<file path="config.mk">
export PLATFORM = sky130hd
export DESIGN_NAME = bpta_fifo
export DESIGN_NICKNAME = d
export VERILOG_FILES = /design/src/rtl/core/bpta_pkg.sv /design/src/rtl/core/bpta_fifo.sv
export SDC_FILE = /design/constraint.sdc
export NUM_CORES = 1
export LEC_CHECK = 0
export BUFFER_PORTS_ARGS = -buffer_cell sky130_fd_sc_hd__buf_4
export CAP_MARGIN = 20
export CORE_AREA = 2 2 126 128
export DETAILED_ROUTE_END_ITERATION = 16
export DIE_AREA = 0 0 128 130
export MAX_ROUTING_LAYER = met4
export PLACE_DENSITY = 0.68
export SETUP_SLACK_MARGIN = 0.2
export SYNTH_ARGS = -nofsm -noshare
export SYNTH_HDL_FRONTEND = slang
export SYNTH_SLANG_ARGS = --single-unit
</file>
<file path="constraint.sdc">
create_clock -name clk_i -period 4 [get_ports clk_i]
set_input_delay 0.4 -clock clk_i [delete_from_list [all_inputs] [get_ports clk_i]]
set_output_delay 0.4 -clock clk_i [all_outputs]
set_load 0.1 [all_outputs]
</file>
<file path="src/rtl/core/bpta_pkg.sv">
// shared types and constants of the block peak threshold alarm
// used by every module in rtl/core; depends on nothing else

package bpta_pkg;

  // field widths
  localparam int CH_W      = 3;
  localparam int SAMPLE_W  = 12;
  localparam int CAL_W     = 16;
  localparam int DIFF_W    = 17;
  localparam int PROD_W    = 33;
  localparam int PEAK_W    = 26;
  localparam int OUT_W     = 13;
  localparam int PCT_W     = 7;
  localparam int LVL_W     = 12;
  localparam int CFG_IDX_W = 2;

  // full scale of the clamped result
  localparam int FULL_SCALE = 2048;

  // register indexes of the configuration port
  localparam logic [CFG_IDX_W-1:0] REG_PEAK_MODE = 2'd0;
  localparam logic [CFG_IDX_W-1:0] REG_RESTRAIN  = 2'd1;
  localparam logic [CFG_IDX_W-1:0] REG_ALERT     = 2'd2;

  // item actions
  localparam logic ACT_SAMPLE = 1'b0;
  localparam logic ACT_CAL    = 1'b1;

  localparam logic [PCT_W-1:0] ALERT_RST_PCT = 7'd50;

  // divide by 100: |p|/100 = (|p| >> 2) / 25, reciprocal exact for 29-bit inputs
  localparam int REC_IN_W = 29;
  localparam int REC_M_W  = 30;
  localparam int REC_SH   = 34;
  localparam logic [REC_M_W-1:0] REC_M = 30'd687194768;

  // percent to level: pct * 2048 / 100 = (pct * 83887) >> 12 for pct below 128
  localparam int LVL_M_W = 17;
  localparam int LVL_SH  = 12;
  localparam logic [LVL_M_W-1:0] LVL_M = 17'd83887;

  // queue between front and back
  localparam int FIFO_DEPTH = 4;

  typedef struct packed {
    logic                    action;
    logic [CH_W-1:0]         channel;
    logic [SAMPLE_W-1:0]     sample;
    logic signed [CAL_W-1:0] gain_value;
    logic signed [CAL_W-1:0] offset_value;
    logic                    last_in_block;
  } in_item_t;

  typedef struct packed {
    logic signed [OUT_W-1:0] peak;
    logic                    alarm;
  } out_item_t;

  typedef struct packed {
    logic [CH_W-1:0] channel;
    logic            hit;
    logic            last;
  } meta_t;

  typedef struct packed {
    logic signed [DIFF_W-1:0] diff;
    logic signed [CAL_W-1:0]  gain;
    meta_t                    meta;
  } smp_t;

  typedef struct packed {
    logic             peak_mode;
    logic [LVL_W-1:0] restrain_lvl;
    logic [LVL_W-1:0] alert_lvl;
  } cfg_t;

  function automatic logic [LVL_W-1:0] pct_to_lvl(input logic [PCT_W-1:0] pct);
    logic [PCT_W+LVL_M_W-1:0] p;
    p = (PCT_W + LVL_M_W)'(pct) * (PCT_W + LVL_M_W)'(LVL_M);
    return p[LVL_SH +: LVL_W];
  endfunction

endpackage

</file>
<file path="src/rtl/core/bpta_fifo.sv">
// short queue of staged samples between front and back
// depends on bpta_pkg

module bpta_fifo import bpta_pkg::*; (
  input  logic clk_i,
  input  logic rst_ni,
  input  logic push_i,
  input  smp_t data_i,
  output logic full_o,
  input  logic pop_i,
  output logic valid_o,
  output smp_t data_o
);

  localparam int PTR_W = $clog2(FIFO_DEPTH);
  localparam int CNT_W = $clog2(FIFO_DEPTH + 1);

  smp_t mem_q [FIFO_DEPTH];
  logic [PTR_W-1:0] wr_ptr_q, rd_ptr_q;
  logic [CNT_W-1:0] cnt_q;
  logic do_push, do_pop;

  assign full_o  = (cnt_q == CNT_W'(FIFO_DEPTH));
  assign valid_o = (cnt_q != '0);
  assign data_o  = mem_q[rd_ptr_q];
  assign do_push = push_i && !full_o;
  assign do_pop  = pop_i && valid_o;

  // pointers and fill count
  always_ff @(posedge clk_i or negedge rst_ni) begin
    if (!rst_ni) begin
      wr_ptr_q <= '0;
      rd_ptr_q <= '0;
      cnt_q    <= '0;
    end else begin
      if (do_push) wr_ptr_q <= wr_ptr_q + 1'b1;
      if (do_pop)  rd_ptr_q <= rd_ptr_q + 1'b1;
      if (do_push && !do_pop) begin
        cnt_q <= cnt_q + 1'b1;
      end else if (do_pop && !do_push) begin
        cnt_q <= cnt_q - 1'b1;
      end
    end
  end

  // storage
  always_ff @(posedge clk_i) begin
    if (do_push) begin
      mem_q[wr_ptr_q] <= data_i;
    end
  end

endmodule

</file>
# Word level (Yosys, flattened, before mapping)
# Memory sizes are Yosys's and may differ from the RTL's.
# Index checks and enable logic that the tools add are counted.
[classes]
n_addsub = 4
n_eq_ne = 1
mux = 4
reduce_logical = 9
[ops]
columns = ["cell", "count"]
rows = [
  ["$mux W3", 2],
  ["$add A2 B1 Y2 const B", 2],
  ["$logic_and A1 B1 Y1", 4],
  ["$add A3 B1 Y3 const B", 1],
  ["$eq A3 B3 Y1 const B", 1],
  ["$logic_not A1 Y1", 3],
  ["$reduce_bool A3 Y1", 1],
  ["$sub A3 B1 Y3 const B", 1],
  ["$mux W1", 2],
  ["$reduce_bool A2 Y1", 1],
]
[totals]
register_bits = 7
ram_bits = 152
out_inout_bits = 40
wordCells = 22
memories = 1
[mem_list]
columns = ["memory", "words", "width", "read_ports", "rd_ports_with_merged_regs", "wr", "line", "rtl"]
rows = [
  ["mem_q", 4, 38, 1, 0, 1, "bpta_fifo.sv:18", "smp_t mem_q [FIFO_DEPTH];"],
]

# Logic depth before layout (Yosys ltp)
# Gate-level depths: netlist of run 1.
[logic_depth]
word_depth = 7
ltp_mapped = 9

# Least setup slack after synthesis of run 1
# Ideal clock, no wire load.
[synth_timing]
path_type = "register -> register"
from = "reg cnt_q[0]"
to = "reg cnt_q[1]"
setup_time_ns = 0.125
arrival_ns = 2.506
slack_ns = 1.370
stages_incl_launch_ff = 8
period_less_slack_ns = 2.630
cell_sequence = "dfrtp_1 -> nor3b_4 -> nor2b_2 -> buf_6 -> ha_1 -> inv_1 -> fa_1 -> mux2_2"
[synth_via]
elab_chain_cells = 6
[synth_rtl]
columns = ["element", "line", "rtl"]
rows = [
  ["start: declaration", "bpta_fifo.sv:20", "logic [CNT_W-1:0] cnt_q;"],
  ["start signal: assignment", "bpta_fifo.sv:39", "cnt_q <= cnt_q + 1'b1;"],
  ["start signal: assignment", "bpta_fifo.sv:41", "cnt_q <= cnt_q - 1'b1;"],
  ["$eq A3 B3 Y1 (*)", "bpta_fifo.sv:23", "assign full_o = (cnt_q == CNT_W'(FIFO_DEPTH));"],
  ["named net full_o", "bpta_fifo.sv:9", "output logic full_o,"],
  ["$logic_not A1 Y1 (*)", "bpta_fifo.sv:26", "assign do_push = push_i && !full_o;"],
  ["$logic_and A1 B1 Y1 (*)", "bpta_fifo.sv:26", ""],
  ["named net do_push", "bpta_fifo.sv:21", "logic do_push, do_pop;"],
  ["$logic_not A1 Y1", "bpta_fifo.sv:40", "end else if (do_pop && !do_push) begin"],
  ["$logic_and A1 B1 Y1", "bpta_fifo.sv:40", ""],
  ["$reduce_bool A2 Y1 (no line)", "n/a", ""],
]
# The timed path passes the listed nets; every way through them passes the cells marked *. The select of a mux whose other input is x is not followed.
# A chain may end at the register's enable or synchronous reset.

==> results.py, run 1 <==
metrics = {
    "status": {
        "outcome": "completed",
    },
    "cells_and_area": {
        "stdcell_count": 535,
        "mostFrequentLayoutCell": "edfxtp_1",
        "fin_util_pct": 48.0,
        "drive_gt1_share_pct": 48.4,
        "layout_common_cells": "152 x edfxtp_1, 81 x buf_4, 38 x mux4_2",
        "fill_cells": 1305,
        "layout.nets": 378,
        "antenna_cells": 0,
        "area_delta_synth_final_pct": 24.1,
    },
    "worst_setup_path": {
        "cp.buffers_inverters": 2,
        "cp_slowest_cell": "dfrtp_2",
        "crit_fanout": 24,
        "slowest_delay_ns": 0.77,
        "cp_top_family": "flip-flops",
        "cp-end-kind": "output pin",
        "critical_path_class": "flip-flop to output pin",
        "crit_chain": "buf_12 > mux4_2 > buf_4",
        "crit_required_ns": 3.60,
        "cp.arrival_ns": 2.32,
        "cp-start-kind": "flip-flop",
    },
    "floorplanning": {
        "coreArea_mm2": 0.0154,
        "die_w_um": 128,
        "pin_count": 82,
        "dieArea_mm2": 0.0166,
        "fp.dieH_um": 130,
        "floorplan.initialDensity_pct": 38.7,
        "fp-row-count": 46,
    },
    "detailed_routing": {
        "vias": 2636,
        "ant_nets": 0,
        "wirelength_mm": 10.2,
        "drc": 0,
        "wl_per_cell_um": 19.1,
        "viasPerCell": 4.93,
        "firstDrtPassIters": 4,
        "drt_iter0_drc": 146,
    },
    "clock_tree": {
        "cts_tree": "done",
        "root_buffer": "clkbuf_16",
        "cts_made_buffers": 17,
        "cts_hold_buf": 1,
        "htree_num_levels": 4,
        "clock_sinks": 159,
        "insertion_delay_ns": 0.41,
        "clockBufferDepth": 2,
        "post_cts_resized": 0,
        "clkSlewWorstSetupHoldPaths_ns": 0.06,
        "post-cts-setup-buffers": 0,
    },
    "sta": {
        "rsz0062_at_grt": "no",
        "max_freq_mhz": 368,
        "finalSetupTns_ns": 0,
        "fin_crit_sh_pct": 68.0,
        "slew_viol_final": 0,
        "min_period_ns": 2.72,
        "setup_viol": 0,
        "finClkSkew_ns": 0.00609,
        "worst_pin_slew_ns": 1.03,
        "finalHoldViolCount": 0,
        "slew_headroom_pct": 31.0,
    },
    "global_route": {
        "grt_pass1_vias": 2817,
        "antenna_found_initial": 0,
        "grt_pass1_wl_mm": 15.5,
        "grt_max_degree": 40,
        "grt.total_usage_pct": 13.5,
        "grt_overflow": 0,
    },
    "yosys": {
        "synth_area_leaders": "edfxtp_1 76%, mux4_2 14%, dfrtp_1 2.9%, ha_1 1.0%, buf_12 1.0%",
        "yosys.area.top_type": "edfxtp_1",
        "synth_top_area_share_pct": 76.5,
        "seq_area_frac_synth_pct": 79.4,
        "synthCells": 234,
        "synth_area_mm2": 0.00597,
        "ys_seq_elements": 159,
        "synth_cell_types": 22,
        "yosysWarnings": 0,
        "synth_fp_nets": 282,
        "synth.avg_cell_area_um2": 25.5,
    },
    "placement": {
        "dp.cells": 502,
        "gp_routability_congestion": 0.634,
        "hpwl_mm": 6.21,
        "port_buffers": 81,
    },
    "worst_hold_path": {
        "hp-class": "input port to flip-flop",
    },
    "run": {
        "cap_violations": 0,
    },
}
[cell type report]
type / count / area (um2) / share of cell area [%]
clock inverter: 14 / 168 / 2.26
multi-input combinational: 62 / 1100 / 14.8
timing repair buffer: 87 / 718 / 9.70
clock buffer: 18 / 429 / 5.79
sequential: 159 / 4740 / 64.0
tap: 192 / 240 / 3.24
inverter: 3 / 11.3 / 0.152
[path summary, 6_finish.rpt]
| kind | from | to | slack [ns] | cells after the start |
|---|---|---|---|---|
| min reg2reg | cnt_q[2]$_DFFE_PN0P_ | cnt_q[2]$_DFFE_PN0P_ | 0.49 | 1 |
| max in group asynchronous | rst_ni | rd_ptr_q[0]$_DFFE_PN0P_ | 3.53 | 2 |
| min | data_i[33] | mem_q[1][33]$_DFFE_PP_ | 0.19 | 1 |
| max reg2reg | cnt_q[0]$_DFFE_PN0P_ | cnt_q[2]$_DFFE_PN0P_ | 1.85 | 8 |
| min in group asynchronous | rst_ni | cnt_q[2]$_DFFE_PN0P_ | 0.34 | 2 |
| max | rd_ptr_q[0]$_DFFE_PN0P_ | data_o[21] | 1.28 | 3 |
[synth_stat cells (all sizes together)]
master  number
and2         4
inv          3
xnor2        4
nor2         1
nor2b        1
or3          1
nor3b        1
ha           5
fa           1
xor2         2
mux2         2
mux4        38
dfrtp        7
nand2        1
nand3        1
buf         10
edfxtp     152
[per-layer routing]
layer,GRT usage (%),wire length (um)
met2,21.1,5190
met1,16.8,4520
met5,-,0
met3,4.47,384
met4,4.46,102
[worst reg2reg max path, cell delays in order, from the launching register on]
cell and delay (ns):
dfrtp_1 0.46, or3_4 0.43, nand2_1 0.13, ha_1 0.20, inv_1 0.06, fa_1 0.37, xor2_1 0.15, nor2_1 0.13
xor2_1 0.16
[metrics by stage]
stage / worst slack, ns / instance area (um2) / hold WS, ns
3_5_place_dp: 1.62 / 6800 / 0.219
5_1_grt: 1.09 / 7410 / 0.165
4_1_cts: 1.16 / 7410 / 0.160
2_1_floorplan: 1.37 / 5970 / 0.104
3_3_place_gp: 1.63 / 6720 / 0.218
6_report: 1.28 / 7410 / 0.187
[state kept, by name, indices dropped and copies added (netlist names)]
register  cells
mem_q       152
rd_ptr_q      2
cnt_q         3
wr_ptr_q      2
[cells by family (layout without fill, tap and decap cells)]
logic type / Yosys count / in the layout / synth area share, %
adders and majority gates: 6 / 6 / 1.38
muxes: 40 / 40 / 14.8
buffers and inverters: 13 / 122 / 2.20
and+or+nand+nor: 10 / 10 / 1.36
DFF: 159 / 159 / 79.4
xor gates and xnor gates: 6 / 6 / 0.880
Power of run 1 is not shown: default switching activity piles up to over one toggle a cycle in this logic, so the estimate is an artifact.
==> run 2: changes to the inputs <==
==> constraint.sdc (replaced) <==
create_clock -name clk_i -period 2.82 [get_ports clk_i]
set_input_delay 0.282 -clock clk_i [delete_from_list [all_inputs] [get_ports clk_i]]
set_output_delay 0.282 -clock clk_i [all_outputs]
set_load 0.1 [all_outputs]
==> run 2 against run 1 <==
Register-to-register slack worse by 1.2 ns. Final cell count is 0.19% higher. Non-clock buffer count is 1 higher. Worst setup slack worse by 0.75 ns. Sequential share of layout area is 0.47 points higher. Clock skew is 0.0057 ns higher. Die area stayed put. Critical path depth stayed put. First-iteration DRC count is 8.9% higher. Largest cell class unchanged. Highest routed layer unchanged.
==> results.py, run 2 (synthesis gave the netlist of run 1 again) <==
metrics = {
    "worst_setup_path": {
        "timing.rr.start": "cnt_q[0]$_DFFE_PN0P_",
        "cp_slowest_cell": "dfrtp_2",
        "crit_fanout": 22,
        "cp-start-kind": "flip-flop",
        "critical_path_class": "flip-flop to output pin",
        "slowest_delay_ns": 0.72,
        "rrSetupSlack_ns": 0.68,
        "cp.arrival_ns": 2.01,
        "cp_top_family": "flip-flops",
        "r2r-end": "cnt_q[2]$_DFFE_PN0P_",
        "crit_chain": "buf_12 > mux4_2 > buf_4",
        "reg2reg_depth": 8,
        "cp-end-kind": "output pin",
        "crit_required_ns": 2.54,
        "cp.buffers_inverters": 2,
    },
    "floorplanning": {
        "floorplan.initialDensity_pct": 38.7,
        "pin_count": 82,
        "die_w_um": 128,
        "dieArea_mm2": 0.0166,
        "fp-row-count": 46,
        "fp.dieH_um": 130,
        "coreArea_mm2": 0.0154,
    },
    "cells_and_area": {
        "drive_gt1_share_pct": 47.1,
        "reg_top3": "mem_q x152, cnt_q x3",
        "largest_reg_flops": 152,
        "mostFrequentLayoutCell": "edfxtp_1",
        "area_delta_synth_final_pct": 23.2,
        "multiInputGateArea_mm2": 0.00110,
        "fill_cells": 1279,
        "seq_area_mm2": 0.00474,
        "layout_common_cells": "152 x edfxtp_1, 82 x buf_4, 38 x mux4_2",
        "layout.nets": 379,
        "regMostFlops": "mem_q",
        "antenna_cells": 0,
    },
    "clock_tree": {
        "cts_made_buffers": 17,
        "clockBufferDepth": 2,
        "htree_num_levels": 4,
        "clock_sinks": 159,
        "post_cts_resized": 0,
        "insertion_delay_ns": 0.42,
        "cts_tree": "done",
        "clkSlewWorstSetupHoldPaths_ns": 0.06,
        "root_buffer": "clkbuf_16",
    },
    "sta": {
        "finClkSkew_ns": 0.0118,
        "slew_viol_final": 0,
        "slew_headroom_pct": 61.5,
        "finalHoldViolCount": 0,
        "fin_crit_sh_pct": 81.4,
        "hold_slack_ns": 0.0601,
        "finalSetupTns_ns": 0,
        "min_period_ns": 2.29,
        "setup_viol": 0,
        "max_freq_mhz": 436,
        "worst_pin_slew_ns": 0.577,
        "rsz0062_at_grt": "no",
    },
    "worst_hold_path": {
        "worstHoldStart": "data_i[32]",
        "hp-class": "input port to flip-flop",
        "min_path_cells": 1,
        "whs_endpoint": "mem_q[1][32]$_DFFE_PP_",
    },
    "detailed_routing": {
        "vias": 2653,
        "drt_iter0_drc": 159,
        "drc": 0,
        "wirelength_mm": 10.1,
        "firstDrtPassIters": 4,
        "viasPerCell": 4.95,
        "wl_per_cell_um": 18.9,
        "ant_nets": 0,
    },
    "placement": {
        "hpwl_mm": 5.85,
        "port_buffers": 81,
        "gp_routability_congestion": 0.667,
    },
    "run": {
        "cap_violations": 0,
    },
    "global_route": {
        "antenna_found_initial": 0,
        "grt.total_usage_pct": 13.5,
        "grt_overflow": 0,
        "grt_pass1_wl_mm": 15.7,
        "grt_pass1_vias": 2878,
        "grt_max_degree": 39,
    },
    "status": {
        "outcome": "completed",
    },
}
-- run 2: cell type report --
type                            count  area share (%)
Timing Repair Buffer               88            9.87
Clock inverter                     10            1.24
Multi-Input combinational cell     62            14.9
Clock buffer                       22            6.04
Inverter                            3           0.153
Sequential cell                   159            64.5
Tap cell                          192            3.27
-- run 2: repair_timing --
| item | in CTS | in global routing |
|---|---|---|
| setup endpoints to repair | 0 | 0 |
| hold endpoints to repair | 7 | 0 |
| hold buffers | 1 | 0 |
| buffers inserted | 0 | 0 |
-- run 2: per-stage QoR --
stage               instances  area [um2]  setup slack [ns]  utilization [%]
floorplan                 234        5970             0.210                -
global placement          503        6810             0.766             44.1
detailed placement        503        6810             0.706             44.1
CTS                       536        7350             0.496             47.7
global route              536        7350             0.434             47.7
finish                    536        7350             0.526             47.7
-- run 2: worst max path at each step --
stage	from	end	slack, ns	cells after the start
after floorplan	cnt_q[1]$_DFFE_PN0P_	cnt_q[1]$_DFFE_PN0P_	0.21	7
after global placement	cnt_q[0]$_DFFE_PN0P_	cnt_q[2]$_DFFE_PN0P_	0.77	8
after detailed placement	cnt_q[0]$_DFFE_PN0P_	cnt_q[2]$_DFFE_PN0P_	0.71	8
after CTS	rd_ptr_q[1]$_DFFE_PN0P_	data_o[0]	0.50	3
after global routing	rd_ptr_q[0]$_DFFE_PN0P_	data_o[0]	0.43	3
final	rd_ptr_q[1]$_DFFE_PN0P_	data_o[0]	0.53	3
-- run 2: layer usage --
metal / up-vias / wire length (um) / GRT usage, %
met4: 0 / 187 / 6.59
met1: 1398 / 4340 / 16.5
li1: 1179 / - / -
met2: 59 / 5130 / 20.8
met3: 17 / 491 / 4.10
met5: - / 0 / -
Power of run 2 is left out for the same reason.
